[config.mk]
export PLATFORM = sky130hd
export DESIGN_NAME = uyvy_to_planar_rotate
export DESIGN_NICKNAME = d
export VERILOG_FILES = /design/src/rtl/uyrot_pkg.sv /design/src/rtl/uyrot_pos_track.sv /design/src/rtl/uyvy_to_planar_rotate.sv
export VERILOG_INCLUDE_DIRS = /design/src /design/src/rtl
export SDC_FILE = /design/constraint.sdc
export NUM_CORES = 2
export LEC_CHECK = 0
export CAP_MARGIN = 20
export CORE_MARGIN = 5
export CORE_UTILIZATION = 35
export DETAILED_ROUTE_END_ITERATION = 12
export DONT_BUFFER_PORTS = 1
export MAX_ROUTING_LAYER = met4
export PLACE_DENSITY_LB_ADDON = 0.25
export SLEW_MARGIN = 20
export SYNTH_ARGS = -nofsm -noshare
export SYNTH_HDL_FRONTEND = slang
export SYNTH_SLANG_ARGS = --single-unit
[constraint.sdc]
create_clock -name clk -period 8.6 [get_ports clk]
set_clock_uncertainty 0.1 [all_clocks]
set_input_delay 1.29 -clock clk [delete_from_list [all_inputs] [get_ports clk]]
set_output_delay 1.29 -clock clk [all_outputs]
set_load 0.05 [all_outputs]
[src/rtl/uyvy_to_planar_rotate_macros.svh]
// ----------------------------------------------------------------------------
// UYVY to planar rotate assertion macros
// Shared concurrent assertion forms, clocked on clk and disabled in reset.
// ----------------------------------------------------------------------------
`ifndef UYVY_TO_PLANAR_ROTATE_MACROS_SVH
`define UYVY_TO_PLANAR_ROTATE_MACROS_SVH

// The condition must hold at every clock edge outside reset.
`define UYROT_ASSERT(label, cond, msg) \
  label: assert property (@(posedge clk) disable iff (rst) (cond)) else $error(msg);

// When the antecedent holds, the consequent must hold in the following cycle.
`define UYROT_ASSERT_NEXT(label, ante, cons, msg) \
  label: assert property (@(posedge clk) disable iff (rst) (ante) |=> (cons)) \
    else $error(msg);

`endif

[src/rtl/uyrot_pkg.sv]
// ----------------------------------------------------------------------------
// UYVY to planar rotate package
// Shared widths, register indexes, types and the frame size clamp.
// ----------------------------------------------------------------------------
package uyrot_pkg;

  localparam int MAX_DIM  = 4096;
  localparam int DIM_W    = 13;
  localparam int ADDR_W   = 24;
  localparam int BYTE_W   = 8;
  localparam int WORD_W   = 32;
  localparam int CFG_IDX_W = 3;

  typedef enum logic [CFG_IDX_W-1:0] {
    CFG_FRAME_WIDTH    = 3'd0,
    CFG_FRAME_HEIGHT   = 3'd1,
    CFG_PORTRAIT_MODE  = 3'd2,
    CFG_LUMA_PITCH     = 3'd3,
    CFG_CHROMA_A_PITCH = 3'd4,
    CFG_CHROMA_B_PITCH = 3'd5
  } cfg_index_t;

  typedef logic [DIM_W-1:0] dim_t;

  typedef struct packed {
    dim_t c;
    dim_t r;
    logic keep;
    logic even;
    logic frame_end;
  } pos_t;

  typedef struct packed {
    dim_t x;
    dim_t y;
    dim_t add;
  } mac_op_t;

  // Clear bit 0, raise to two, cap at the largest supported size.
  function automatic dim_t eff_dim(input dim_t v);
    dim_t e;
    e = {v[DIM_W-1:1], 1'b0};
    if (e < dim_t'(2)) e = dim_t'(2);
    if (e > dim_t'(MAX_DIM)) e = dim_t'(MAX_DIM);
    return e;
  endfunction

endpackage

[src/rtl/uyrot_pos_track.sv]
// ----------------------------------------------------------------------------
// UYVY to planar rotate position tracker
// Column and row counters of the source frame, with keep and frame-end decode.
// ----------------------------------------------------------------------------
module uyrot_pos_track (
  input  logic          clk,
  input  logic          rst,
  input  logic          advance,
  input  uyrot_pkg::dim_t w,
  input  uyrot_pkg::dim_t h,
  input  logic          portrait,
  output uyrot_pkg::pos_t pos
);
  import uyrot_pkg::*;

  `include "uyvy_to_planar_rotate_macros.svh"

  dim_t column_pos, column_pos_next;
  dim_t row_pos, row_pos_next;
  dim_t c_eff, r_eff, limit, col_step, row_step;
  logic out_of_range;

  always_comb begin
    out_of_range = (column_pos >= w) || (row_pos >= h);
    c_eff = out_of_range ? '0 : column_pos;
    r_eff = out_of_range ? '0 : row_pos;
    limit = (portrait && (h < w)) ? h : w;
    col_step = c_eff + dim_t'(2);
    row_step = r_eff + dim_t'(1);

    pos.c = c_eff;
    pos.r = r_eff;
    pos.keep = c_eff < limit;
    pos.even = !r_eff[0];
    pos.frame_end = (r_eff == h - dim_t'(1)) && (col_step >= limit);

    if (col_step >= w) begin
      column_pos_next = '0;
      row_pos_next = (row_step >= h) ? '0 : row_step;
    end else begin
      column_pos_next = col_step;
      row_pos_next = r_eff;
    end
  end

  always_ff @(posedge clk) begin
    if (rst) begin
      column_pos <= '0;
      row_pos <= '0;
    end else if (advance) begin
      column_pos <= column_pos_next;
      row_pos <= row_pos_next;
    end
  end

  `UYROT_ASSERT(a_column_even, !column_pos[0], "column counter left even pixel alignment")
  `UYROT_ASSERT(a_frame_end_kept, !pos.frame_end || pos.keep || !portrait || (h < w),
    "frame end decoded on a dropped word")
  `UYROT_ASSERT(a_pos_in_frame, (pos.c < w) && (pos.r < h), "position outside the frame")

endmodule

[src/rtl/uyvy_to_planar_rotate.sv]
// ----------------------------------------------------------------------------
// UYVY to planar rotate
// Packed UYVY camera words to luma and half-resolution chroma plane writes.
// ----------------------------------------------------------------------------
// Usage:
// One packed UYVY word enters on packed_word per transaction of the pixel
// channel (pixel_valid, pixel_stall); the block raises pixel_stall itself.
// Each kept word yields one result transaction on the result channel
// (result_valid, result_stall): two luma writes, on even source rows one
// write to each chroma plane, and frame_end on the last kept word of a frame.
// Words past the kept column limit in portrait mode leave no result.
// After a word is accepted, one register holds the decoded position and
// multiplier operands, and the next, which drives result_valid, holds the
// finished addresses after four parallel 13 by 13 multiply-adds.
// Throughput is one word per cycle while the receiver takes results.
// When result_stall is high the result holds, one more kept word can fill the
// operand register, and then pixel_stall rises.
// Configuration transactions on cfg_valid and cfg_ready are always taken and
// belong between frames while the block is empty.
// Reset clears both counters and the pipeline and loads the default
// 640 by 480 landscape setup.
// ----------------------------------------------------------------------------
module uyvy_to_planar_rotate (
  input  logic                              clk,
  input  logic                              rst,
  input  logic                              pixel_valid,
  output logic                              pixel_stall,
  input  logic [uyrot_pkg::WORD_W-1:0]      packed_word,
  input  logic                              cfg_valid,
  output logic                              cfg_ready,
  input  logic [uyrot_pkg::CFG_IDX_W-1:0]   cfg_index,
  input  logic [uyrot_pkg::DIM_W-1:0]       cfg_data,
  output logic                              result_valid,
  input  logic                              result_stall,
  output logic [uyrot_pkg::ADDR_W-1:0]      luma0_addr,
  output logic [uyrot_pkg::BYTE_W-1:0]      luma0_value,
  output logic [uyrot_pkg::ADDR_W-1:0]      luma1_addr,
  output logic [uyrot_pkg::BYTE_W-1:0]      luma1_value,
  output logic                              chroma_valid,
  output logic [uyrot_pkg::ADDR_W-1:0]      chroma_a_addr,
  output logic [uyrot_pkg::BYTE_W-1:0]      chroma_a_value,
  output logic [uyrot_pkg::ADDR_W-1:0]      chroma_b_addr,
  output logic [uyrot_pkg::BYTE_W-1:0]      chroma_b_value,
  output logic                              frame_end
);
  import uyrot_pkg::*;

  `include "uyvy_to_planar_rotate_macros.svh"

  localparam int PROD_W = 2 * DIM_W;

  dim_t frame_width, frame_height, luma_pitch, chroma_a_pitch, chroma_b_pitch;
  logic portrait_mode;
  dim_t w, h, ly, cy;
  pos_t pos;
  logic accept, s1_free, s2_load;

  mac_op_t op_l0, op_l1, op_ca, op_cb;

  logic          s1_valid;
  logic          s1_keep;
  logic          s1_even;
  logic          s1_frame_end;
  logic [WORD_W-1:0] s1_word;
  mac_op_t       s1_l0, s1_l1, s1_ca, s1_cb;

  logic [PROD_W-1:0] prod_l0, prod_l1, prod_ca, prod_cb;

  assign cfg_ready = 1'b1;

  always_ff @(posedge clk) begin
    if (rst) begin
      frame_width <= dim_t'(640);
      frame_height <= dim_t'(480);
      portrait_mode <= 1'b0;
      luma_pitch <= dim_t'(480);
      chroma_a_pitch <= dim_t'(240);
      chroma_b_pitch <= dim_t'(240);
    end else if (cfg_valid && cfg_ready) begin
      case (cfg_index)
        CFG_FRAME_WIDTH:    frame_width <= cfg_data;
        CFG_FRAME_HEIGHT:   frame_height <= cfg_data;
        CFG_PORTRAIT_MODE:  portrait_mode <= cfg_data[0];
        CFG_LUMA_PITCH:     luma_pitch <= cfg_data;
        CFG_CHROMA_A_PITCH: chroma_a_pitch <= cfg_data;
        CFG_CHROMA_B_PITCH: chroma_b_pitch <= cfg_data;
        default: ;
      endcase
    end
  end

  assign w = eff_dim(frame_width);
  assign h = eff_dim(frame_height);

  uyrot_pos_track u_pos (
    .clk      (clk),
    .rst      (rst),
    .advance  (accept),
    .w        (w),
    .h        (h),
    .portrait (portrait_mode),
    .pos      (pos)
  );

  // Flow control: the operand stage moves on when it is empty, holds a
  // dropped word, or the result register is free or being taken.
  assign s1_free = !s1_valid || !s1_keep || !result_valid || !result_stall;
  assign pixel_stall = !s1_free;
  assign accept = pixel_valid && !pixel_stall;
  assign s2_load = s1_valid && s1_keep && (!result_valid || !result_stall);

  always_comb begin
    ly = h - dim_t'(1) - pos.r;
    cy = {1'b0, h[DIM_W-1:1]} - dim_t'(1) - {1'b0, pos.r[DIM_W-1:1]};
    if (portrait_mode) begin
      op_l0 = '{x: pos.c, y: luma_pitch, add: ly};
      op_l1 = '{x: pos.c + dim_t'(1), y: luma_pitch, add: ly};
      op_ca = '{x: {1'b0, pos.c[DIM_W-1:1]}, y: chroma_a_pitch, add: cy};
      op_cb = '{x: {1'b0, pos.c[DIM_W-1:1]}, y: chroma_b_pitch, add: cy};
    end else begin
      op_l0 = '{x: pos.r, y: w, add: pos.c};
      op_l1 = '{x: pos.r, y: w, add: pos.c + dim_t'(1)};
      op_ca = '{x: {1'b0, pos.r[DIM_W-1:1]}, y: {1'b0, w[DIM_W-1:1]},
                add: {1'b0, pos.c[DIM_W-1:1]}};
      op_cb = op_ca;
    end
  end

  always_ff @(posedge clk) begin
    if (rst) begin
      s1_valid <= 1'b0;
    end else if (accept) begin
      s1_valid <= 1'b1;
    end else if (s1_free) begin
      s1_valid <= 1'b0;
    end
  end

  always_ff @(posedge clk) begin
    if (accept) begin
      s1_keep <= pos.keep;
      s1_even <= pos.even;
      s1_frame_end <= pos.frame_end;
      s1_word <= packed_word;
      s1_l0 <= op_l0;
      s1_l1 <= op_l1;
      s1_ca <= op_ca;
      s1_cb <= op_cb;
    end
  end

  assign prod_l0 = s1_l0.x * s1_l0.y;
  assign prod_l1 = s1_l1.x * s1_l1.y;
  assign prod_ca = s1_ca.x * s1_ca.y;
  assign prod_cb = s1_cb.x * s1_cb.y;

  always_ff @(posedge clk) begin
    if (rst) begin
      result_valid <= 1'b0;
    end else if (s2_load) begin
      result_valid <= 1'b1;
    end else if (!result_stall) begin
      result_valid <= 1'b0;
    end
  end

  always_ff @(posedge clk) begin
    if (s2_load) begin
      luma0_addr <= ADDR_W'(prod_l0) + ADDR_W'(s1_l0.add);
      luma0_value <= s1_word[15:8];
      luma1_addr <= ADDR_W'(prod_l1) + ADDR_W'(s1_l1.add);
      luma1_value <= s1_word[31:24];
      chroma_valid <= s1_even;
      chroma_a_addr <= s1_even ? ADDR_W'(prod_ca) + ADDR_W'(s1_ca.add) : '0;
      chroma_a_value <= s1_even ? s1_word[23:16] : '0;
      chroma_b_addr <= s1_even ? ADDR_W'(prod_cb) + ADDR_W'(s1_cb.add) : '0;
      chroma_b_value <= s1_even ? s1_word[7:0] : '0;
      frame_end <= s1_frame_end;
    end
  end

  `UYROT_ASSERT(a_odd_row_chroma_zero,
    !result_valid || chroma_valid || ((chroma_a_addr == '0) && (chroma_b_value == '0)),
    "chroma fields not cleared on an odd source row")
  `UYROT_ASSERT_NEXT(a_kept_word_held, s1_valid && s1_keep && !s2_load,
    s1_valid && s1_keep, "kept word lost from the operand stage")
  `UYROT_ASSERT_NEXT(a_result_load, s2_load, result_valid,
    "result register did not take a kept word")

endmodule

==> results_dict.tcl <==
set metrics [dict create \
    clkTransAtPathRegs_ns 0.06 \
    grt_max_degree 89 \
    clkPwrFrac_pct 22.3 \
    hpwlAfterDp_mm 83.1 \
    syn_nets 5053 \
    grtUsageMet1_pct 25.3 \
    power_mw 9.27 \
    diodes 0 \
    initial_core_util_pct 35.3 \
    cts_buffers 46 \
    yosys_warnings 0 \
    status "finished, final reports clean" \
    cp_max_fo 15 \
    drc 0 \
    holdBufCountCts 0 \
    leakage_nw 19.3 \
    grt_use_met2_pct 28.5 \
    antenna_left 0 \
    multi_input_area_um2 26300 \
    yosysSeqAreaShare_pct 25.2 \
    power_switching_mw 3.94 \
    drtIter0Drc 1854 \
    criticalPathCategory "reg2reg" \
    cts_tree "built" \
    final_core_util_pct 38.2 \
    synth_seq_cells 360 \
    p_sw_share_pct 42.5 \
    seqPwrFrac_pct 32.5 \
    clock_latency_ns 0.63 \
    finalNetCount 4966 \
    cp-start-kind "flip-flop" \
    relSlewSlack_pct 34.8 \
    min_path_type "reg2reg" \
    fp.dieW_um 345 \
    cts.sinks 360 \
    comb_power_share_pct 45.2 \
    cellPowerDensity_nw_per_um2 219 \
    rsz0062_at_grt "false" \
    gp_congestion 0.930 \
    syn_avg_cell_area_um2 9.64 \
    first_pass_iters 5 \
    max_freq_mhz 134 \
    hold_violations 0 \
    ys.flop_type "edfxtp_1" \
    syn_inst 4068 \
    cts_resized 0 \
    period_needed_ns 7.48 \
    vias 27300 \
    worstMarginPinSlew_ns 0.978 \
    cp-end-kind "flip-flop" \
    dieArea_um2 119000 \
    use_met3_pct 4.78 \
    wl_per_cell_um 19.4 \
    grt_overflow_total 0 \
    clk_path_buf_depth 3 \
    cts-htree-levels 2 \
    syn2layout_area_growth_pct 8.01 \
    seqCellArea_um2 9890 \
    setup_viol 0 \
    die-height_um 345 \
    layout_worst_path_cycle_share_pct 87.0 \
    fillerInstances 11100 \
    fin_cells 5504 \
    grt_pass1_vias 28300 \
    drv_cap 0 \
    async_flop_share_pct 0 \
    drive_above_1_share_pct 4.18 \
    dp.cells 5421 \
    cts-root-buf "clkbuf_16" \
    core_um2 111000 \
    grtUsageTotal_pct 18.9 \
    row_count 122 \
    cellInternalPower_mw 5.33 \
    placement.io_buffers 0 \
    vias_per_cell 4.96 \
    grt_pass1_wl_mm 168 \
    ys_types 79 \
    worstPathArrival_ns 7.94 \
    critical_path_required_ns 9.07 \
    grt_antenna_before_repair 2 \
    final_max_slew_viol_count 0 \
    final_cell_mix "nand2_1 (662), inv_1 (607), fa_1 (495)" \
    grt.busiest_layer "met2" \
    irDropWorstVdd_mv 0.133 \
    setup_tns_ns 0 \
    post_cts_buffers 0 \
    synth_area_um2 39200 \
    synth_edf_count 268 \
    final_common_cell "nand2_1" \
    num_io_pins 186 \
    postRouteWirelength_mm 107 \
]
[flip-flops by register name (all words and copies together), names as in the netlist, 12 cells and up]
register,cells
s1_l1,38
s1_word,32
s1_l0,26
s1_ca,25
chroma_a_addr,24
chroma_b_addr,24
luma0_addr,24
luma1_addr,24
s1_cb,14
chroma_a_pitch,13
chroma_b_pitch,13
luma_pitch,13
u_pos.column_pos,13
u_pos.row_pos,13
frame_height,12
frame_width,12
[synthesized netlist by cell type (19+ instances only)]
| cell type | count | area [µm²] |
|---|---|---|
| xnor2_1 | 97 | 850 |
| nand3b_1 | 24 | 180 |
| nand2_1 | 662 | 2480 |
| nand3_1 | 38 | 190 |
| ha_1 | 437 | 5470 |
| a21oi_1 | 152 | 761 |
| a211oi_1 | 25 | 188 |
| a21o_1 | 51 | 383 |
| clkbuf_1 | 174 | 653 |
| nand2b_1 | 36 | 225 |
| nand4_1 | 25 | 156 |
| mux2i_1 | 19 | 190 |
| nor2b_1 | 28 | 175 |
| fa_1 | 495 | 9910 |
| o21ai_0 | 65 | 325 |
| edfxtp_1 | 268 | 8050 |
| o21a_1 | 19 | 143 |
| nor2_1 | 125 | 469 |
| dfxtp_1 | 92 | 1840 |
| o21ai_1 | 51 | 255 |
| and2_1 | 314 | 1960 |
| inv_1 | 608 | 2280 |
| xor2_1 | 62 | 543 |
| nor3_1 | 19 | 95.1 |
[cell type report]
type	count	area share, %
Multi-Input combinational cell	2901	62.1
Sequential cell	360	23.4
Inverter	620	5.51
Tap cell	1488	4.40
Clock buffer	55	2.84
Timing Repair Buffer	52	0.922
Clock inverter	28	0.895
[critical path, cell delays in order (launching register included)]
cell,delay [ns]
dfxtp_1,0.33
or3_1,0.40
or4_1,0.53
nor2_2,0.16
o21ai_2,0.12
inv_1,0.15
ha_1,0.25
nand2b_1,0.07
a21boi_1,0.06
o21ai_1,0.11
a211oi_1,0.09
o41a_1,0.46
nor2b_2,0.20
buf_4,0.24
nand2_1,0.18
inv_1,0.19
ha_1,0.35
and4_1,0.33
and4_1,0.28
nand2b_1,0.15
a21oi_1,0.10
ha_1,0.22
a21o_1,0.18
a21o_1,0.16
a2111oi_0,0.64
nand2_1,0.30
o22ai_1,0.79
a2bb2o_1,0.27
[logic make-up (layout without fill, tap and decap cells)]
| family | Yosys count | in the layout | share of synthesized area, % |
|---|---|---|---|
| buffers and inverters | 807 | 755 | 7.78 |
| AOI/OAI and AO/OA | 456 | 456 | 7.31 |
| adders and majority gates | 932 | 932 | 39.2 |
| and+or+nand+nor | 1324 | 1324 | 16.1 |
| xor gates and xnor gates | 159 | 159 | 3.55 |
| muxes | 29 | 29 | 0.849 |
| DFF | 360 | 360 | 25.2 |
| other | 1 | 1 | 0.00956 |
[power groups by stage]
| stage | Sequential, mW | Combinational, mW | Clock [mW] |
|---|---|---|---|
| 2_1_floorplan | 2.93 | 3.30 | 0 |
| 3_3_place_gp | 3.06 | 4.23 | 0 |
| 3_5_place_dp | 3.06 | 4.24 | 0 |
| 4_1_cts | 3.02 | 4.29 | 2.14 |
| 5_1_grt | 3.04 | 4.92 | 2.22 |
| 6_report | 3.01 | 4.19 | 2.07 |
[per-stage QoR]
stage          hold WS (ns)  area, µm²  worst slack [ns]
3_5_place_dp          0.305      40800              1.22
2_1_floorplan         0.300      39200             0.270
5_1_grt               0.317      42400             0.537
6_report              0.312      42400              1.12
3_3_place_gp          0.300      40800              1.43
4_1_cts               0.310      42400              1.19
[path summary, 6_finish.rpt]
kind,from,endpoint,slack (ns),depth (start not counted)
setup / recovery,frame_height[1]$_SDFFE_PP0P_,u_pos.row_pos[9]$_SDFFE_PP0P_,1.12,27
hold / removal,s1_word[25]$_DFFE_PP_,luma1_value[1]$_DFFE_PP_,0.31,0
setup reg to reg,frame_height[1]$_SDFFE_PP0P_,u_pos.row_pos[9]$_SDFFE_PP0P_,1.12,27
hold reg to reg,s1_word[25]$_DFFE_PP_,luma1_value[1]$_DFFE_PP_,0.31,0
[metal layers]
metal / vias up / share of wire (%)
met1: 13600 / 46
met5: - / 0
met2: 671 / 44
li1: 12800 / -
met4: 0 / 3.0
met3: 156 / 7.1
No activity file was read; power rests on OpenSTA's default activity.
